`config.mk`:
```
export PLATFORM = sky130hd
export DESIGN_NAME = sspq_cell
export DESIGN_NICKNAME = d
export VERILOG_FILES = /design/src/hdl/sspq_pkg.sv /design/src/hdl/sspq_cell.sv
export SDC_FILE = /design/constraint.sdc
export NUM_CORES = 1
export LEC_CHECK = 0
export BUFFER_PORTS_ARGS = -buffer_cell sky130_fd_sc_hd__buf_2
export CAP_MARGIN = 15
export CORE_MARGIN = 2
export CORE_UTILIZATION = 44
export DETAILED_ROUTE_END_ITERATION = 16
export GPL_ROUTABILITY_DRIVEN = 0
export GPL_TIMING_DRIVEN = 0
export PLACE_DENSITY = 0.93
export SLEW_MARGIN = 20
export SYNTH_ARGS = -nofsm -noshare
export SYNTH_HDL_FRONTEND = slang
export SYNTH_SLANG_ARGS = --single-unit
```
`constraint.sdc`:
```
create_clock -name i_clk -period 10.1 [get_ports i_clk]
set_clock_uncertainty 0.15 [all_clocks]
set_input_delay 2.525 -clock i_clk [delete_from_list [all_inputs] [get_ports i_clk]]
set_output_delay 2.525 -clock i_clk [all_outputs]
set_load 0.05 [all_outputs]
```
`src/hdl/sspq_pkg.sv`:
```
// Package with shared types, sizes and status codes for the sorted priority queue.
package sspq_pkg;

    // Number of cells in the sorted row.
    localparam int DEPTH = 128;
    // Fill count wide enough to hold DEPTH itself.
    localparam int CNT_W = $clog2(DEPTH + 1);

    // Operation codes of a request.
    typedef enum logic {
        OP_INSERT = 1'b0,
        OP_REMOVE = 1'b1
    } t_op;

    // Result status codes.
    typedef enum logic [1:0] {
        ST_OK    = 2'd0,
        ST_FULL  = 2'd1,
        ST_EMPTY = 2'd2
    } t_status;

    // One stored pair.
    typedef struct packed {
        logic signed [31:0] value;
        logic [7:0]         prio;
    } t_entry;

    // Command broadcast to every cell in a cycle.
    typedef struct packed {
        logic   ins;
        logic   rem;
        t_entry item;
    } t_cmd;

endpackage

```
`src/hdl/sspq_cell.sv`:
```
// One cell of the sorted row: holds an entry and shifts with its neighbors.
module sspq_cell import sspq_pkg::*; (
    input  logic   i_clk,
    input  t_cmd   i_cmd,
    input  logic   i_valid,
    input  logic   i_left_valid,
    input  logic   i_left_gt,
    input  t_entry i_left_entry,
    input  t_entry i_right_entry,
    output t_entry o_entry,
    output logic   o_gt
);

    t_entry r_entry;
    t_entry n_entry;

    // This cell holds a priority strictly above the one being inserted.
    assign o_gt    = i_valid && (r_entry.prio > i_cmd.item.prio);
    assign o_entry = r_entry;

    // Insert shifts greater entries down one place and drops the new pair in
    // the first slot that is greater or empty; remove shifts everything up.
    always_comb begin
        n_entry = r_entry;
        if (i_cmd.ins) begin
            if (i_left_gt) begin
                n_entry = i_left_entry;
            end else if (o_gt || (!i_valid && i_left_valid)) begin
                n_entry = i_cmd.item;
            end
        end else if (i_cmd.rem) begin
            n_entry = i_right_entry;
        end
    end

    // Entry storage needs no reset; the fill count tells which cells are live.
    always_ff @(posedge i_clk) begin
        r_entry <= n_entry;
    end

endmodule

```
# Word-level counts from Yosys, hierarchy flattened
# Cells that the tools add are included.
# W data, S select, Z words.
totals:
  reg_bits: 40
  in_bits: 126
  out_inout_bits: 41
  elab_cells: 14
classes:
  order_cmp: 1
  eq_ne: 1
  muxes: 4
  reduce_logical: 6
op_table:
  columns: ["op", "count"]
  rows:
  - ["$mux W40", 4]
  - ["$gt A8 B8 Y1", 1]
  - ["$ne A3 B1 Y1 const B", 1]
  - ["$logic_and A1 B1 Y1", 2]
  - ["$reduce_and A2 Y1", 1]
  - ["$reduce_bool A2 Y1", 1]
  - ["$logic_not A1 Y1", 1]
  - ["$logic_or A1 B1 Y1", 1]

# Depth between registers and ports, before layout
# Gate-level depths: netlist (run 1).
logic_depth:
  ltp_word: 6
  ltp_mapped: 6
  ltp_nobuf: 6

# Worst setup path before layout (run 1)
# OpenSTA, ideal clock, no wires.
synth_path:
  kind: "input-to-output"
  startpoint: "input port i_cmd[6] (netlist name)"
  endpoint: "output port o_gt"
  arrival_ns: 3.940
  required_time_ns: 7.425
  setup_slack_ns: 3.485
  cell_stages: 6
  n_path_buf: 0
  path_cell_list: "inv_1 > ha_1 > a21oi_1 > a21boi_0 > nor2_1 > a21boi_1"
synth_between:
  elab_chain_cells: 2
synth_rtl:
  columns: ["element", "line_no", "source"]
  rows:
  - ["start, declared", "sspq_cell.sv:4", "input t_cmd i_cmd,"]
  - ["$gt A8 B8 Y1", "sspq_cell.sv:18", "assign o_gt = i_valid && (r_entry.prio > i_cmd.item.prio);"]
  - ["$logic_and A1 B1 Y1", "sspq_cell.sv:18", null]
  - ["end, declared", "sspq_cell.sv:11", "output logic o_gt"]
# Every way passes these cells.

# Worst setup path after layout (run 1)
layout_path:
  startpoint: "input port i_cmd[1] (netlist name)"
  endpoint: "output port o_gt"
# Same word-level chain as after synthesis.

==> impl_metrics.env, run 1 <==
export IMPL_drive_gt1_frac=0.489
export IMPL_syn_area_um2=2320
export IMPL_worstPathArrival_ns=3.78
export IMPL_ctsHoldBuffers=0
export IMPL_io_pins=167
export IMPL_relSlewSlack=0.529
export IMPL_start_util=0.455
export IMPL_clock_sinks=40
export IMPL_grt_use_met2=0.391
export IMPL_drt_vias_per_instance=4.81
export IMPL_drc=0
export IMPL_place_ws_ns=3.65
export IMPL_vias=2165
export IMPL_p_per_area_nw_per_um2=142
export IMPL_root_buffer="clkbuf_8"
export IMPL_finalSetupViolCount=0
export IMPL_synth_cell_types=22
export IMPL_grt_usage=0.209
export IMPL_rows=26
export IMPL_ant_nets=0
export IMPL_grt_pass1_wl_mm=9.73
export IMPL_ys_seq_area_frac=0.517
export IMPL_switching_share=0.353
export IMPL_antenna_cells=0
export IMPL_drtIter0Drc=42
export IMPL_fmax_ghz=0.155
export IMPL_period_needed_ns=6.46
export IMPL_cts_setup_buffers=0
export IMPL_cts_tree="done"
export IMPL_cts_buffers=5
export IMPL_postSynthCellCount=207
export IMPL_wl_mm=6.20
export IMPL_die_y_um=76.7
export IMPL_die_w_um=76.7
export IMPL_routedWlPerCell_um=13.8
export IMPL_yosys_warnings=0
export IMPL_cp_start_kind="primary input"
export IMPL_dr_pass1_iters=4
export IMPL_end_kind="output port"
export IMPL_coreArea_um2=5110
export IMPL_power_leakage_nw=1.67
export IMPL_status="finished, final reports clean"
export IMPL_cap_violations=0
export IMPL_busiest_layer="met2"
export IMPL_pwr_share_comb=0.342
export IMPL_period_share=0.639
export IMPL_largest_register_ffs=40
export IMPL_crit_type="primary input to output port"
export IMPL_finalMaxSlewViolations=0
export IMPL_cts_clk_slew_worst_paths_ns=0.07
export IMPL_required_ns=7.43
export IMPL_avgSynthCellArea_um2=11.2
export IMPL_met1_usage=0.221
export IMPL_gr_total_overflow=0
export IMPL_p_seq_frac=0.444
export IMPL_numPortBuffers=164
export IMPL_crit_path_max_fanout=2
export IMPL_worst_pin_slew_ns=0.705
export IMPL_ys_seq_elements=40
export IMPL_cts_resized=0
export IMPL_worst_slack_ns=3.64
export IMPL_antenna_found_initial=0
export IMPL_fin_tns_setup_ns=0
export IMPL_cts_max_level=2
export IMPL_p_clk_frac=0.214
export IMPL_dp_hpwl_mm=4.92
export IMPL_finalHoldViolCount=0
export IMPL_gr_usage_met3=0.0612
export IMPL_dieArea_um2=5880
export IMPL_intPower_mw=0.308
export IMPL_rsz0062_at_grt="no"
export IMPL_syn2layout_area_growth_pct=44.4
export IMPL_final_nets=513
export IMPL_grt_pass1_vias=2245
export IMPL_synth_fp_nets=341
export IMPL_clk_insertion_delay_late_ns=0.28
export IMPL_hold_class="flip-flop to flip-flop"
export IMPL_grt_max_degree=23
export IMPL_clock_path_buffers=2
export IMPL_switching_power_mw=0.168
export IMPL_peakVddDrop_mv=0.0905
through the flow:
| stage | instances | hold WS, ns | instance area, um2 | power [mW] | util |
|---|---|---|---|---|---|
| floorplan | 207 | 1.84 | 2320 | 0.325 | - |
| global placement | 441 | 1.72 | 3230 | 0.372 | 0.633 |
| detailed placement | 442 | 1.10 | 3270 | 0.379 | 0.640 |
| CTS | 450 | 1.11 | 3350 | 0.480 | 0.657 |
| global route | 450 | 1.18 | 3350 | 0.498 | 0.657 |
| finish | 450 | 1.10 | 3350 | 0.476 | 0.657 |
Yosys cell counts:
cell	instances	area [um2]
a21oi_1	43	215
nor2_1	41	154
edfxtp_1	40	1200
mux2i_1	40	400
buf_2	8	40.0
ha_1	8	100
inv_1	8	30.0
buf_12	4	80.1
nand4_1	2	12.5
a21boi_0	1	7.51
a21boi_1	1	7.51
a21o_1	1	7.51
buf_6	1	11.3
clkbuf_2	1	5.00
nand2b_1	1	6.26
nand3_1	1	5.00
nand3b_1	1	7.51
nor2b_1	1	6.26
nor3_1	1	5.00
o211ai_1	1	7.51
o21a_1	1	7.51
o22ai_1	1	6.26
layer usage:
metal | part of all wire | vias to the layer above
met2 | 0.53 | 100
li1 | - | 1093
met4 | 0.0077 | 0
met1 | 0.40 | 968
met5 | 0 | -
met3 | 0.064 | 4
cell families after synthesis:
kind of cell               after synthesis  synth area share
AOI/OAI and AO/OA                       49             0.111
and+or+nand+nor                         48            0.0845
buffers and inverters                   22            0.0716
muxes                                   40             0.172
DFF                                     40             0.517
adders and majority gates                8            0.0431
area by class of cell:
cell class | count | area [um2]
well taps | 70 | 87.6
plain buffers | 14 | 136
multi-input cells | 145 | 967
flip-flops and latches | 40 | 1200
fillers | 425 | 1750
clock buffers | 6 | 72.6
clock inverters | 2 | 11.3
repair buffers | 165 | 848
inverters | 8 | 30.0
worst max-delay path, cell delays in order:
cell and delay, ns:
buf_2 0.09, inv_1 0.04, ha_1 0.28, nor2b_1 0.13, o211ai_1 0.10, a21o_1 0.21
a21boi_1 0.12, buf_2 0.28
path summary, 6_finish.rpt:
path,start,endpoint,slack [ns],cells after the start
max,i_cmd[1],o_gt,3.64,8
min,o_entry[4]$_DFFE_PP_,o_entry[3]$_DFFE_PP_,1.10,4
max reg2reg,o_entry[6]$_DFFE_PP_,o_entry[33]$_DFFE_PP_,7.64,6
min reg2reg,o_entry[4]$_DFFE_PP_,o_entry[3]$_DFFE_PP_,1.10,4
cells in the final DEF, fill, tap and decap left out:
cell,instances
mux2i_1,40
buf_12,4
nor2_1,41
o21a_1,1
nand4_1,2
clkbuf_2,1
nand3_1,1
a21boi_1,1
ha_1,8
inv_1,8
o22ai_1,1
a21oi_4,1
nand3b_1,1
buf_6,1
a21boi_0,1
nor3_1,1
clkinvlp_4,1
buf_2,172
clkinv_1,1
buf_16,1
nor2b_1,1
clkbuf_8,5
a21oi_1,42
a21o_1,1
o211ai_1,1
edfxtp_1,40
clkbuf_1,1
nand2b_1,1
power by group through the flow:
stage	Combinational (mW)	Sequential (mW)	Clock, mW
floorplan	0.0469	0.278	0
global placement	0.157	0.215	0
detailed placement	0.164	0.215	0
CTS	0.164	0.211	0.105
global route	0.174	0.213	0.112
finish	0.163	0.211	0.102
Note: power is estimated with default switching activity, not from simulation.
==> run 2, diff against run 1 <==
--- a/config.mk
+++ b/config.mk
@@ -8,11 +8,11 @@
 export BUFFER_PORTS_ARGS = -buffer_cell sky130_fd_sc_hd__buf_2
 export CAP_MARGIN = 15
 export CORE_MARGIN = 2
-export CORE_UTILIZATION = 44
+export CORE_UTILIZATION = 41
 export DETAILED_ROUTE_END_ITERATION = 16
 export GPL_ROUTABILITY_DRIVEN = 0
 export GPL_TIMING_DRIVEN = 0
-export PLACE_DENSITY = 0.93
+export PLACE_DENSITY = 0.88
 export SLEW_MARGIN = 20
 export SYNTH_ARGS = -nofsm -noshare
 export SYNTH_HDL_FRONTEND = slang
==> constraint.sdc (replaced) <==
create_clock -name i_clk -period 6.1 [get_ports i_clk]
set_clock_uncertainty 0.15 [all_clocks]
set_input_delay 1.525 -clock i_clk [delete_from_list [all_inputs] [get_ports i_clk]]
set_output_delay 1.525 -clock i_clk [all_outputs]
set_load 0.05 [all_outputs]
==> run 2 against run 1 <==
Sequential share of layout area up 0.054 points. Non-clock buffer count unchanged. Wire length decreased by 2.2%.
==> impl_metrics.env, run 2 (same netlist as run 1, synthesis figures left out) <==
export IMPL_dp_hpwl_mm=4.81
export IMPL_root_buffer="clkbuf_8"
export IMPL_cts_setup_buffers=0
export IMPL_grt_usage=0.191
export IMPL_place_ws_ns=1.63
export IMPL_power_leakage_nw=1.67
export IMPL_largest_register_ffs=40
export IMPL_crit_path_top_delay_cell="ha_1"
export IMPL_p_per_area_nw_per_um2=232
export IMPL_syn2layout_area_growth_pct=44.2
export IMPL_drc=0
export IMPL_cp_start_kind="primary input"
export IMPL_busiest_layer="met2"
export IMPL_relSlewSlack=0.535
export IMPL_io_pins=167
export IMPL_cpMostUsedCell="buf_2"
export IMPL_finalMaxSlewViolations=0
export IMPL_crit_type="primary input to output port"
export IMPL_crit_path_max_fanout=2
export IMPL_cts_tree="done"
export IMPL_grt_pass1_wl_mm=9.36
export IMPL_worst_slack_ns=1.64
export IMPL_worstPathArrival_ns=2.78
export IMPL_final_cells=451
export IMPL_max_stage_delay_ns=0.29
export IMPL_cp_cell_sequence="buf_2 -> inv_1 -> ha_1 -> nor2b_1 -> o211ai_1 -> a21o_1 -> a21boi_1 -> buf_2"
export IMPL_drive_gt1_frac=0.488
export IMPL_drtIter0Drc=72
export IMPL_rows=27
export IMPL_finalSetupViolCount=0
export IMPL_period_needed_ns=4.46
export IMPL_nFillCells=469
export IMPL_start_util=0.422
export IMPL_peakVddDrop_mv=0.110
export IMPL_path_delay_family="buffers and inverters"
export IMPL_cts_resized=0
export IMPL_coreArea_um2=5510
export IMPL_ant_nets=0
export IMPL_routedWlPerCell_um=13.4
export IMPL_cts_max_level=2
export IMPL_gr_total_overflow=0
export IMPL_numPortBuffers=164
export IMPL_worst_pin_slew_ns=0.696
export IMPL_cap_violations=0
export IMPL_final_nets=513
export IMPL_dr_pass1_iters=4
export IMPL_rsz0062_at_grt="no"
export IMPL_critPathBufInv=3
export IMPL_placed_cells=444
export IMPL_dieArea_um2=6290
export IMPL_required_ns=4.43
export IMPL_fin_tns_setup_ns=0
export IMPL_end_kind="output port"
export IMPL_wl_mm=6.06
export IMPL_layout_commonest_cell="buf_2"
export IMPL_ctsHoldBuffers=0
export IMPL_clk_insertion_delay_late_ns=0.29
export IMPL_antenna_found_initial=0
export IMPL_regToRegSetupSlack_ns=3.65
export IMPL_whs_ns=1.08
export IMPL_finalHoldViolCount=0
export IMPL_status="finished, final reports clean"
export IMPL_clock_sinks=40
export IMPL_grt_pass1_vias=2132
export IMPL_clock_path_buffers=2
export IMPL_gr_usage_met3=0.0545
export IMPL_cts_buffers=5
export IMPL_vias=2206
export IMPL_fmax_ghz=0.224
export IMPL_met1_usage=0.198
export IMPL_drt_vias_per_instance=4.89
export IMPL_most_common_layout_cells="buf_2 (172), a21oi_1 (42), nor2_1 (41)"
export IMPL_die_w_um=79.3
export IMPL_die_y_um=79.3
export IMPL_grt_max_degree=23
export IMPL_grt_use_met2=0.374
export IMPL_cts_clk_slew_worst_paths_ns=0.08
export IMPL_hold_class="flip-flop to flip-flop"
export IMPL_period_share=0.731
export IMPL_antenna_cells=0
## run 2: changes by cell type in the layout (fill, tap and decap cells not counted)
cell        delta
clkinvlp_4     -1
clkinv_1       +1
clkbuf_1       -1
## run 2: final timing paths
check / endpoint / start / cells past startpoint
worst min register to register: o_entry[4]$_DFFE_PP_ / o_entry[5]$_DFFE_PP_ / 4
worst max-delay path: o_gt / i_cmd[1] / 8
worst min-delay path: o_entry[4]$_DFFE_PP_ / o_entry[5]$_DFFE_PP_ / 4
worst max register to register: o_entry[34]$_DFFE_PP_ / o_entry[6]$_DFFE_PP_ / 6
## run 2: cell type report
cell class                 instances  area, um2  area share
clock inverter                     2       7.51     0.00224
clock buffer                       5       68.8      0.0205
inverter                           8       30.0     0.00897
buffer                            14        136      0.0407
sequential                        40       1200       0.359
tap                               72       90.1      0.0269
multi-input combinational        145        967       0.289
timing repair buffer             165        848       0.253
## run 2: where the power goes
part	internal [mW]	switching, mW	total [mW]
combinational	0.0895	0.180	0.270
sequential	0.341	0.00817	0.349
clock	0.0755	0.0839	0.159
total	0.506	0.272	0.778
## run 2: tightest hold or removal path: stages (launching register included)
cell and delay (ns):
edfxtp_1 0.36, ha_1 0.24, nand4_1 0.09, a21o_1 0.15, a21oi_4 0.19
## run 2: per-layer routing
layer	vias to the layer above	routed length [um]
li1	1091	-
met5	-	0
met3	2	476
met1	1012	2260
met2	101	3310
met4	0	15
## run 2: per-stage QoR
step                power, mW   util  instance area (um2)
detailed placement      0.627  0.594                 3270
CTS                     0.787  0.608                 3350
finish                  0.778  0.608                 3350
floorplan               0.538      -                 2320
global route            0.817  0.608                 3350
global placement        0.616  0.587                 3230
==> run 3, diff against run 2 <==
--- a/config.mk
+++ b/config.mk
@@ -5,6 +5,7 @@
 export SDC_FILE = /design/constraint.sdc
 export NUM_CORES = 1
 export LEC_CHECK = 0
+export ABC_AREA = 1
 export BUFFER_PORTS_ARGS = -buffer_cell sky130_fd_sc_hd__buf_2
 export CAP_MARGIN = 15
 export CORE_MARGIN = 2
@@ -12,7 +13,7 @@
 export DETAILED_ROUTE_END_ITERATION = 16
 export GPL_ROUTABILITY_DRIVEN = 0
 export GPL_TIMING_DRIVEN = 0
-export PLACE_DENSITY = 0.88
+export PLACE_DENSITY = 0.87
 export SLEW_MARGIN = 20
 export SYNTH_ARGS = -nofsm -noshare
 export SYNTH_HDL_FRONTEND = slang
==> constraint.sdc (replaced) <==
create_clock -name i_clk -period 4.15 [get_ports i_clk]
set_clock_uncertainty 0.15 [all_clocks]
set_input_delay 1.0375 -clock i_clk [delete_from_list [all_inputs] [get_ports i_clk]]
set_output_delay 1.0375 -clock i_clk [all_outputs]
set_load 0.05 [all_outputs]
==> run 3 against run 2 <==
Total power rose by 47%. Utilization rose by 0.31 points. Die area rose by 1.4%. Wire length rose by 8.0%. Critical endpoint unchanged. Synthesized cell count rose by 28%. Register-to-register slack got worse by 1.9 ns. Hold slack got worse by 0.13 ns. Critical path type unchanged. Sequential share of layout area fell by 0.40 points.
==> impl_metrics.env, run 3 <==
export IMPL_finalSetupViolCount=0
export IMPL_rsz0062_at_grt="no"
export IMPL_crit_path_top_delay_cell="ha_1"
export IMPL_grt_pass1_vias=2335
export IMPL_grt_pass1_wl_mm=10.3
export IMPL_period_needed_ns=3.37
export IMPL_min_path_cells=3
export IMPL_pwr_share_comb=0.342
export IMPL_reg2reg_to="o_entry[22]$_DFFE_PP_"
export IMPL_vias=2461
export IMPL_synth_top_cells_by_count="nand2_1 (83), nor2_1 (43), a31oi_1 (40), edfxtp_1 (40), inv_1 (14)"
export IMPL_whs_ns=0.943
export IMPL_worst_slack_ns=0.778
export IMPL_end_kind="output port"
export IMPL_drtIter0Drc=88
export IMPL_root_buffer="clkbuf_8"
export IMPL_yosys_top_cells_area="edfxtp_1 (51%), nand2_1 (13%), a31oi_1 (11%), nor2_1 (6.8%), ha_1 (4.2%)"
export IMPL_cts_resized=0
export IMPL_gr_total_overflow=0
export IMPL_grt_usage=0.207
export IMPL_start_util=0.426
export IMPL_coreArea_um2=5540
export IMPL_cts_clk_slew_worst_paths_ns=0.08
export IMPL_syn_area_um2=2360
export IMPL_cp_start_kind="primary input"
export IMPL_die_w_um=79.8
export IMPL_drt_vias_per_instance=4.83
export IMPL_final_cells=509
export IMPL_ys_seq_area_frac=0.509
export IMPL_postSynthCellCount=264
export IMPL_dr_pass1_iters=4
export IMPL_worst_r2r_startpoint="o_entry[7]$_DFFE_PP_"
export IMPL_die_y_um=79.8
export IMPL_numPortBuffers=164
export IMPL_avgSynthCellArea_um2=8.93
export IMPL_ctsHoldBuffers=0
export IMPL_status="finished, final reports clean"
export IMPL_r2r_cells=8
export IMPL_syn2layout_area_growth_pct=43.6
export IMPL_antenna_found_initial=0
export IMPL_required_ns=2.96
export IMPL_synth_cell_types=16
export IMPL_regToRegSetupSlack_ns=1.71
export IMPL_synth_area_leader_cell="edfxtp_1"
export IMPL_max_stage_delay_ns=0.29
export IMPL_p_per_area_nw_per_um2=338
export IMPL_cap_violations=0
export IMPL_power_leakage_nw=1.69
export IMPL_finalHoldViolCount=0
export IMPL_place_ws_ns=0.774
export IMPL_finalMaxSlewViolations=0
export IMPL_routedWlPerCell_um=12.9
export IMPL_cp_cell_sequence="buf_2 -> inv_1 -> ha_1 -> nand2_1 -> nor2_2 -> nand2_1 -> nand2_1 -> nand2_1 -> inv_1 -> buf_2"
export IMPL_placed_cells=501
export IMPL_worst_pin_slew_ns=0.757
export IMPL_largest_register_ffs=40
export IMPL_io_pins=167
export IMPL_fin_tns_setup_ns=0
export IMPL_layout_commonest_cell="buf_2"
export IMPL_dp_hpwl_mm=5.18
export IMPL_crit_path_max_fanout=2
export IMPL_cts_tree="done"
export IMPL_yosys_warnings=0
export IMPL_p_seq_frac=0.443
export IMPL_ys_async_sr_fraction=0
export IMPL_clock_sinks=40
export IMPL_synthFlopType="edfxtp_1"
export IMPL_path_delay_family="buffers and inverters"
export IMPL_period_share=0.812
export IMPL_cpMostUsedCell="nand2_1"
export IMPL_crit_type="primary input to output port"
export IMPL_synth_edf_count=40
export IMPL_critPathBufInv=4
export IMPL_switching_share=0.357
export IMPL_cts_max_level=2
export IMPL_ys_seq_elements=40
export IMPL_intPower_mw=0.737
export IMPL_cts_setup_buffers=0
export IMPL_peakVddDrop_mv=0.179
export IMPL_worstPathArrival_ns=2.18
export IMPL_synth_fp_nets=398
export IMPL_antenna_cells=0
export IMPL_hold_end="o_entry[10]$_DFFE_PP_"
export IMPL_final_nets=570
export IMPL_clock_path_buffers=2
export IMPL_hold_start="i_right_entry[10]"
export IMPL_hold_class="primary input to flip-flop"
export IMPL_wl_mm=6.55
export IMPL_synth_top_area_share=0.509
export IMPL_grt_max_degree=22
export IMPL_yosysMostFrequentCell="nand2_1"
export IMPL_ant_nets=0
export IMPL_drc=0
export IMPL_drive_gt1_frac=0.465
export IMPL_relSlewSlack=0.494
export IMPL_fmax_ghz=0.297
export IMPL_p_clk_frac=0.215
export IMPL_dieArea_um2=6380
export IMPL_switching_power_mw=0.409
export IMPL_rows=27
export IMPL_most_common_layout_cells="buf_2 (168), nand2_1 (83), nor2_1 (43)"
export IMPL_cts_buffers=5
export IMPL_clk_insertion_delay_late_ns=0.28
-- run 3: changes by cell type in the layout (fill, tap and decap cells not counted), sizes merged, moves of 3 or more --
cell   change
nand2     +93
inv        +6
a31oi     +40
buf        +5
nor2       +3
mux2i     -40
a21oi     -38
-- run 3: cell families (layout without fill, tap and decap cells) --
kind of cell,count (synthesis),after routing,synth area share
AND/OR/NAND/NOR,137,137,0.230
AO/OA/AOI/OAI,46,46,0.121
flip-flops,40,40,0.509
buffers and inverters,33,206,0.0971
adder cells (fa/ha/maj),8,8,0.0424
-- run 3: layout make-up --
cell class | count | area, um2
fillers | 487 | 2150
plain buffers | 18 | 168
multi-input cells | 191 | 936
repair buffers | 165 | 848
inverters | 15 | 61.3
flip-flops and latches | 40 | 1200
clock buffers | 5 | 68.8
clock inverters | 3 | 13.8
well taps | 72 | 90.1
-- run 3: stage by stage --
step | utilization | cell area, um2 | power, mW
floorplan | - | 2360 | 0.779
detailed placement | 0.596 | 3300 | 0.911
finish | 0.611 | 3390 | 1.15
global route | 0.611 | 3390 | 1.21
CTS | 0.611 | 3390 | 1.16
global placement | 0.590 | 3270 | 0.897
-- run 3: worst max path at each step --
stage,from,endpoint,slack [ns],depth (start not counted)
final,i_cmd[7],o_gt,0.78,10
after global routing,i_cmd[3],o_gt,0.64,12
after CTS,i_cmd[7],o_gt,0.77,10
after detailed placement,i_cmd[7],o_gt,0.77,10
after global placement,i_cmd[3],o_entry[18]$_DFFE_PP_,0.11,11
after floorplan,i_cmd[7],o_entry[0]$_DFFE_PP_,0.70,8
-- run 3: worst reg2reg max path: cells and delay by family, from the launching register on --
family                     cells  cell delay [ns]
AOI/OAI and AO/OA              1             0.62
and+or+nand+nor                5             0.40
buffers and inverters          1             0.24
adders and majority gates      1             0.31
DFF                            1             0.40
-- run 3: routing by layer --
layer  track usage  vias to the layer above  share of wire
li1              -                     1240              -
met1         0.236                     1107           0.40
met2         0.389                      104           0.52
met3        0.0373                       10          0.061
met4        0.0627                        0          0.016
met5             0                        -              0
-- run 3: power groups by stage --
stage	clock, mW	sequential (mW)	combinational (mW)
after floorplan	0	0.664	0.115
after global placement	0	0.518	0.379
after detailed placement	0	0.518	0.393
after CTS	0.254	0.509	0.394
after global routing	0.271	0.513	0.422
final	0.246	0.508	0.391
